[config.mk]
export PLATFORM = sky130hd
export DESIGN_NAME = serial_port_compander_core_flat
export DESIGN_NICKNAME = d
export VERILOG_FILES = /design/src/design/scp_pkg.sv /design/src/design/scp_stream_if.sv /design/src/design/scp_cfg_regs.sv /design/src/design/scp_convert.sv /design/src/design/serial_port_compander_core.sv /design/src/flat_wrapper.sv
export SDC_FILE = /design/constraint.sdc
export NUM_CORES = 1
export LEC_CHECK = 0
export ABC_AREA = 0
export BUFFER_PORTS_ARGS = -buffer_cell sky130_fd_sc_hd__buf_2
export CAP_MARGIN = 10
export CORE_UTILIZATION = 25
export CTS_CLUSTER_DIAMETER = 40
export CTS_CLUSTER_SIZE = 25
export DETAILED_ROUTE_END_ITERATION = 7
export HOLD_SLACK_MARGIN = 0.06
export PLACE_DENSITY = 0.49
export SETUP_SLACK_MARGIN = 0.4
export SYNTH_ARGS = -nofsm -noshare
export SYNTH_HDL_FRONTEND = slang
export SYNTH_HIERARCHICAL = 1
export SYNTH_SLANG_ARGS = --single-unit
export TNS_END_PERCENT = 5
[constraint.sdc]
create_clock -name clk_i -period 1.9 [get_ports clk_i]
set_input_delay 0.095 -clock clk_i [delete_from_list [all_inputs] [get_ports clk_i]]
set_output_delay 0.095 -clock clk_i [all_outputs]
set_load 0.03 [all_outputs]
[src/design/scp_pkg.sv]
// Package of the serial port compander: transaction payload types, register
// indexes, companding mode codes and the configuration bundle.
// No dependencies; the configuration registers, conversion logic and top level import it.
package scp_pkg;

  localparam int unsigned SampleWidth  = 32;
  localparam int unsigned WordBitsW    = 6;
  localparam int unsigned ModeW        = 2;
  localparam int unsigned CfgIndexW    = 2;
  localparam logic [WordBitsW-1:0] CompandWordBits = WordBitsW'(8);

  typedef enum logic [ModeW-1:0] {
    MODE_NONE    = 2'd0,
    MODE_REVERSE = 2'd1,
    MODE_MULAW   = 2'd2,
    MODE_ALAW    = 2'd3
  } mode_e;

  typedef enum logic {
    CMD_COMPRESS = 1'b0,
    CMD_EXPAND   = 1'b1
  } cmd_e;

  typedef enum logic [CfgIndexW-1:0] {
    REG_TX_MODE      = 2'd0,
    REG_RX_MODE      = 2'd1,
    REG_TX_WORD_BITS = 2'd2,
    REG_RX_WORD_BITS = 2'd3
  } cfg_reg_e;

  typedef struct packed {
    logic                   cmd;
    logic [SampleWidth-1:0] sample_in;
  } in_item_t;

  typedef struct packed {
    logic [SampleWidth-1:0] sample_out;
  } out_item_t;

  typedef struct packed {
    logic [CfgIndexW-1:0] index;
    logic [WordBitsW-1:0] data;
  } cfg_write_t;

  typedef struct packed {
    mode_e                tx_mode;
    mode_e                rx_mode;
    logic [WordBitsW-1:0] tx_word_bits;
    logic [WordBitsW-1:0] rx_word_bits;
  } cfg_t;

endpackage

[src/design/scp_stream_if.sv]
// Valid/ready channel of the serial port compander, with a payload type
// chosen per instance. Used for the sample, result and configuration channels.
// Depends on nothing; payload types come from scp_pkg at the instance.
interface scp_stream_if #(
  parameter type payload_t = logic
);

  logic     valid;
  logic     ready;
  payload_t payload;

  modport source (output valid, output payload, input ready);
  modport sink   (input valid, input payload, output ready);

endinterface

[src/design/scp_cfg_regs.sv]
// Configuration registers of the serial port compander: modes and word
// lengths of both directions, written through the configuration channel.
// Depends on scp_pkg and scp_stream_if.
module scp_cfg_regs (
  input  logic          clk_i,
  input  logic          rst_ni,
  scp_stream_if.sink    cfg_i,
  output scp_pkg::cfg_t cfg_o
);
  import scp_pkg::*;

  cfg_t       cfg_q;
  cfg_t       cfg_d;
  cfg_write_t wr;

  assign wr          = cfg_i.payload;
  assign cfg_i.ready = 1'b1;

  always_comb begin
    cfg_d = cfg_q;
    if (cfg_i.valid) begin
      case (cfg_reg_e'(wr.index))
        REG_TX_MODE:      cfg_d.tx_mode      = mode_e'(wr.data[ModeW-1:0]);
        REG_RX_MODE:      cfg_d.rx_mode      = mode_e'(wr.data[ModeW-1:0]);
        REG_TX_WORD_BITS: cfg_d.tx_word_bits = wr.data;
        REG_RX_WORD_BITS: cfg_d.rx_word_bits = wr.data;
        default:          cfg_d = cfg_q;
      endcase
    end
  end

  always_ff @(posedge clk_i or negedge rst_ni) begin
    if (!rst_ni) begin
      cfg_q <= '{tx_mode: MODE_NONE, rx_mode: MODE_NONE,
                 tx_word_bits: '0, rx_word_bits: '0};
    end else begin
      cfg_q <= cfg_d;
    end
  end

  assign cfg_o = cfg_q;

endmodule

[src/design/scp_convert.sv]
// Conversion logic of the serial port compander: bit reversal, mu-law and
// A-law compression and expansion, and passthrough, for one transaction.
// Depends on scp_pkg.
module scp_convert (
  input  scp_pkg::cfg_t      cfg_i,
  input  scp_pkg::in_item_t  item_i,
  output scp_pkg::out_item_t item_o
);
  import scp_pkg::*;

  function automatic logic [7:0] rev8(input logic [7:0] v);
    logic [7:0] r;
    for (int k = 0; k < 8; k++) begin
      r[k] = v[7-k];
    end
    return r;
  endfunction

  // Magnitude of a signed 16-bit word, the most negative value saturated, as bits 14:3.
  function automatic logic [11:0] mag12(input logic [15:0] w);
    logic [15:0] m;
    if (w[15]) begin
      m = (w == 16'h8000) ? 16'h7fff : 16'(-w);
    end else begin
      m = w;
    end
    return m[14:3];
  endfunction

  function automatic logic [2:0] chord_of(input logic [11:0] m, input logic [12:0] base);
    logic [2:0] c;
    c = '0;
    for (int k = 0; k < 7; k++) begin
      if ({1'b0, m} >= (base << k)) begin
        c = 3'(k + 1);
      end
    end
    return c;
  endfunction

  function automatic logic [31:0] apply_sign(input logic [12:0] mag, input logic neg);
    return neg ? 32'(-{19'b0, mag}) : {19'b0, mag};
  endfunction

  logic [31:0] s;
  logic [11:0] mag;
  logic [2:0]  mu_chord;
  logic [2:0]  a_chord;
  logic [11:0] mu_shifted;
  logic [11:0] a_shifted;
  logic [7:0]  mu_code;
  logic [7:0]  a_code;
  logic [2:0]  seg;
  logic [5:0]  base;
  logic [12:0] mu_mag;
  logic [12:0] a_mag;
  logic [31:0] result;

  assign s          = item_i.sample_in;
  assign mag        = mag12(s[15:0]);
  assign mu_chord   = chord_of(mag, 13'h040);
  assign a_chord    = chord_of(mag, 13'h020);
  assign mu_shifted = mag >> ({1'b0, mu_chord} + 4'd1);
  assign a_shifted  = mag >> ((a_chord == 3'd0) ? 3'd1 : a_chord);
  assign mu_code    = {~s[15], mu_chord, mu_shifted[3:0]};
  assign a_code     = {s[15], a_chord, a_shifted[3:0]};

  assign seg    = s[6:4];
  assign base   = {1'b1, s[3:0], 1'b1};
  assign mu_mag = 13'(base) << seg;
  assign a_mag  = (seg == 3'd0) ? {8'b0, s[3:0], 1'b1} : (13'(base) << (seg - 3'd1));

  always_comb begin
    result = s;
    if (item_i.cmd == CMD_EXPAND) begin
      if (cfg_i.rx_word_bits == CompandWordBits) begin
        case (cfg_i.rx_mode)
          MODE_NONE:    result = s;
          MODE_REVERSE: result = {24'b0, rev8(s[7:0])};
          MODE_MULAW:   result = apply_sign(mu_mag, ~s[7]);
          MODE_ALAW:    result = apply_sign(a_mag, s[7]);
          default:      result = s;
        endcase
      end
    end else begin
      if (cfg_i.tx_word_bits == CompandWordBits) begin
        case (cfg_i.tx_mode)
          MODE_NONE:    result = s;
          MODE_REVERSE: result = {24'b0, rev8(s[7:0])};
          MODE_MULAW:   result = {24'b0, mu_code};
          MODE_ALAW:    result = {24'b0, a_code};
          default:      result = s;
        endcase
      end
    end
  end

  assign item_o.sample_out = result;

endmodule

[src/design/serial_port_compander_core.sv]
// Top level of the serial port compander: input register, conversion logic
// and result register, with the configuration registers beside them.
// Depends on scp_pkg, scp_stream_if, scp_cfg_regs and scp_convert.
//
// The block converts one audio word per transaction on in_i. With cmd low it
// compresses a transmit word, with cmd high it expands a received byte, both
// according to the direction's mode and word length held in the
// configuration registers. Those are written through cfg_i, which is always
// ready, and should only be changed while no transaction is in flight.
// Every input transaction yields exactly one result transaction on out_o.
// An accepted transaction is loaded into the input register and, once the
// result register is free, passes through the conversion logic into the
// result register, which presents it on out_o. Throughput is one
// transaction per cycle while out_o does not stall, set by the single
// conversion stage between the registers.
// When the receiver stalls, the result register holds its word, the input
// register still takes one more word, and in_i.ready then falls until out_o
// moves again. Reset empties both registers and clears all configuration
// registers to zero, which selects passthrough in both directions.
module serial_port_compander_core (
  input  logic         clk_i,
  input  logic         rst_ni,
  scp_stream_if.sink   in_i,
  scp_stream_if.source out_o,
  scp_stream_if.sink   cfg_i
);
  import scp_pkg::*;

  cfg_t      cfg;
  in_item_t  s1_q;
  logic      s1_valid_q;
  logic      s1_valid_d;
  out_item_t conv;
  out_item_t out_q;
  logic      out_valid_q;
  logic      out_valid_d;
  logic      s1_ready;
  logic      s2_ready;

  scp_cfg_regs u_cfg_regs (
    .clk_i  (clk_i),
    .rst_ni (rst_ni),
    .cfg_i  (cfg_i),
    .cfg_o  (cfg)
  );

  scp_convert u_convert (
    .cfg_i  (cfg),
    .item_i (s1_q),
    .item_o (conv)
  );

  assign s2_ready   = !out_valid_q || out_o.ready;
  assign s1_ready   = !s1_valid_q || s2_ready;
  assign in_i.ready = s1_ready;

  assign s1_valid_d  = s1_ready ? in_i.valid : s1_valid_q;
  assign out_valid_d = s2_ready ? s1_valid_q : out_valid_q;

  always_ff @(posedge clk_i or negedge rst_ni) begin
    if (!rst_ni) begin
      s1_valid_q  <= 1'b0;
      out_valid_q <= 1'b0;
    end else begin
      s1_valid_q  <= s1_valid_d;
      out_valid_q <= out_valid_d;
    end
  end

  always_ff @(posedge clk_i) begin
    if (in_i.valid && s1_ready) begin
      s1_q <= in_i.payload;
    end
    if (s1_valid_q && s2_ready) begin
      out_q <= conv;
    end
  end

  assign out_o.valid   = out_valid_q;
  assign out_o.payload = out_q;

  a_accept_fills_s1 : assert property (@(posedge clk_i) disable iff (!rst_ni)
    in_i.valid && in_i.ready |=> s1_valid_q)
    else $error("accepted transaction not held in the input register");

  a_s1_moves_on : assert property (@(posedge clk_i) disable iff (!rst_ni)
    s1_valid_q && s2_ready |=> out_valid_q)
    else $error("transaction lost between input and result register");

  a_full_blocks_input : assert property (@(posedge clk_i) disable iff (!rst_ni)
    s1_valid_q && out_valid_q && !out_o.ready |-> !in_i.ready)
    else $error("input accepted while both registers are full and stalled");

  a_rx_passthrough : assert property (@(posedge clk_i) disable iff (!rst_ni)
    s1_valid_q && s2_ready && s1_q.cmd == CMD_EXPAND
      && cfg.rx_word_bits != CompandWordBits
    |=> out_q.sample_out == $past(s1_q.sample_in))
    else $error("received word not passed through unchanged");

endmodule
[src/flat_wrapper.sv]
// flat-port wrapper written by rule: the top's interface ports become plain ports
module serial_port_compander_core_flat import scp_pkg::*;
  (clk_i, rst_ni, in_i_valid, in_i_payload, in_i_ready, out_o_valid, out_o_payload, out_o_ready, cfg_i_valid, cfg_i_payload, cfg_i_ready);
  scp_stream_if in_i_i ();
  scp_stream_if out_o_i ();
  scp_stream_if cfg_i_i ();
  input  logic clk_i;
  input  logic rst_ni;
  input wire logic [$bits(in_i_i.valid)-1:0] in_i_valid;
  input wire logic [$bits(in_i_i.payload)-1:0] in_i_payload;
  output wire logic [$bits(in_i_i.ready)-1:0] in_i_ready;
  output wire logic [$bits(out_o_i.valid)-1:0] out_o_valid;
  output wire logic [$bits(out_o_i.payload)-1:0] out_o_payload;
  input wire logic [$bits(out_o_i.ready)-1:0] out_o_ready;
  input wire logic [$bits(cfg_i_i.valid)-1:0] cfg_i_valid;
  input wire logic [$bits(cfg_i_i.payload)-1:0] cfg_i_payload;
  output wire logic [$bits(cfg_i_i.ready)-1:0] cfg_i_ready;
  assign in_i_i.valid = in_i_valid;
  assign in_i_i.payload = in_i_payload;
  assign in_i_ready = in_i_i.ready;
  assign out_o_valid = out_o_i.valid;
  assign out_o_payload = out_o_i.payload;
  assign out_o_i.ready = out_o_ready;
  assign cfg_i_i.valid = cfg_i_valid;
  assign cfg_i_i.payload = cfg_i_payload;
  assign cfg_i_ready = cfg_i_i.ready;
  serial_port_compander_core u_core (.clk_i(clk_i), .rst_ni(rst_ni), .in_i(in_i_i), .out_o(out_o_i), .cfg_i(cfg_i_i));
endmodule
==> metrics <==
status=finished, final reports clean; largest net degree at the start of global routing=17; first-pass GRT wire length=6020 µm; routed vias=1380; Syn-to-layout area delta=11.7%; top sig layer=met4; clk_lat worst skew=approximately 0.22 ns; crit end category=output pin; grt total ovfl=0; Initial Util=0.260; IO buf count=9; Final Skew=between 0.003 and 0.004 ns; CTS max path bufs=2; post-CTS sizing=0; Num CTS Buffers=3; register area=135 µm²; GRT Total Usage=0.117; pwr dens=around 360 nW/µm²; Tightest Pin Transition=~0.62 ns; vias per std cell=4.25; Setup Viol. Count Final=0; Post-DP HPWL=2970 µm; initial antenna violation count=0; Slew headroom=0.580; DIE HEIGHT=a little over 80 µm; Reg clk slew, reported paths=0.04 ns; Mean Syn Cell Area=6.92 µm²; Min Clock Period, post-route=1.02 ns; Leakage=~0.77 nW; Worst EP required=between 1.5 and 2 ns; Post-Route Setup TNS=0 ns; nets=259; Final Max Tran Viols=0; DRT Wirelength=3510 µm; met2 WL=1610 µm; Filler cells=665; Syn. warnings=6; crit start category=flop; Cell Area, Synth=1550 µm²; post-place setup slack=0.938 ns; WL met1=1840 µm; gp weighted congestion=0.800; unrepaired setup endpoints after global routing=no; Syn Inst Count=roughly 220; VDD IR-drop max=roughly 0.17 mV; wire per inst=~11 µm; CTS H-Tree Depth=1; # clock sinks=5; DIE AREA=6520 µm²; Met3 Wirelength=~23 µm; Max Freq=slightly below 1000 MHz; vias in the first global route=1291; core area=between 5000 and 6000 µm²; Hold WC Path Type=input port to flop; first-pass detailed-route iteration total=4; Max Cap Viol=0; CP Class=flop to output pin; DR DRC count=0; Die X=80.7 µm; WP data arrival=between 0.9 and 1 ns; share of layout cells above drive strength 1=0.136; final-report hold violation count=0; fin crit share=0.535; clock root buffer=clkbuf_8; PnR worst setup slack=0.884 ns; TritonCTS clock tree=done; Multi-input gate area=between 1000 and 1500 µm²; Starting DRT DRC Count=between 60 and 70; antenna cells=0; # rows=28; IO Pins=11; antenna viol nets, final=0; worst-path fanout max=3
==> sequential cells by signal, summed over array words and instances, names as in the netlist <==
signal	count
u_core/out_o.valid	1
u_core/out_q	1
u_core/s1_q	1
u_core/s1_valid_q	1
u_core/u_cfg_regs/cfg_o	1
==> worst paths after layout <==
path | startpoint | end | slack, ns | depth (start not counted)
worst max-delay path | u_core/out_o.valid$_DFFE_PN0P_ | in_i_ready | 0.88 | 2
worst max register to register | u_core/s1_q[0]$_DFFE_PP_ | u_core/out_q[0]$_DFFE_PP_ | 0.93 | 2
min in group asynchronous | rst_ni | u_core/out_o.valid$_DFFE_PN0P_ | 0.22 | 2
worst min register to register | u_core/s1_valid_q$_DFFE_PN0P_ | u_core/out_o.valid$_DFFE_PN0P_ | 0.54 | 1
max in group asynchronous | rst_ni | u_core/s1_valid_q$_DFFE_PN0P_ | 1.58 | 2
worst min-delay path | in_i_valid | u_core/s1_valid_q$_DFFE_PN0P_ | 0.08 | 2
==> critical path: stages, from the launching register on <==
cell and delay (ns):
dfrtp_1 0.41, nand3b_4 0.10, buf_2 0.20
==> power by group <==
part / internal [W] / switching (W) / total, W
sequential: 0.000123 / 0.00000970 / 0.000132
clock: 0.000144 / 0.0000550 / 0.000199
combinational: 0.000121 / 0.000174 / 0.000296
==> cell usage in the layout (no fill, tap or decap), types with 2 or more instances in the layout <==
| cell type | n |
|---|---|
| edfxtp_1 | 2 |
| nand4_1 | 3 |
| o22ai_1 | 3 |
| or3_1 | 3 |
| a31oi_1 | 4 |
| clkbuf_8 | 3 |
| nor2b_1 | 3 |
| nor3_1 | 6 |
| conb_1 | 59 |
| nor4_1 | 4 |
| dfrtp_1 | 3 |
| nand3_1 | 7 |
| nand2b_1 | 10 |
| and3_1 | 3 |
| o2111ai_1 | 2 |
| or3_4 | 2 |
| buf_2 | 9 |
| inv_1 | 8 |
| xnor2_1 | 3 |
| a21o_1 | 3 |
| dlygate4sd3_1 | 2 |
| and2_1 | 6 |
| o21a_1 | 2 |
| nor2_1 | 17 |
| o21ai_1 | 2 |
| mux2_2 | 2 |
| o21ai_0 | 3 |
| a21oi_1 | 7 |
| or4_1 | 2 |
| o221ai_1 | 2 |
| and2_0 | 2 |
| o41ai_2 | 2 |
| xor2_1 | 3 |
| nand2_1 | 22 |
==> through the flow <==
step	util	cell area [µm²]	hold WS, ns	std cells	total power [W]
CTS	0.291	1730	0.0777	325	0.000590
finish	0.291	1730	0.0838	325	0.000627
floorplan	-	1760	-0.201	280	0.000409
global placement	0.280	1670	-0.106	319	0.000382
global route	0.291	1730	0.0952	325	0.000682
detailed placement	0.280	1670	-0.105	319	0.000383
==> timing repair <==
action | CTS | global route
hold endpoints to repair | 4 | 0
hold buffers | 2 | 0
buffers inserted | 0 | 0
==> per-layer routing <==
metal | track usage | vias to the layer above
met5 | 0 | -
met4 | 0.0375 | 0
met3 | 0.00674 | 4
met2 | 0.186 | 14
met1 | 0.167 | 596
li1 | - | 766
==> area by class of cell <==
class / count / area share
clock buffers: 4 / 0.0260
inverters: 9 / 0.0195
repair buffers: 11 / 0.0376
well taps: 75 / 0.0542
multi-input cells: 221 / 0.785
flip-flops and latches: 5 / 0.0780
Power figures use the tool's default switching activity.
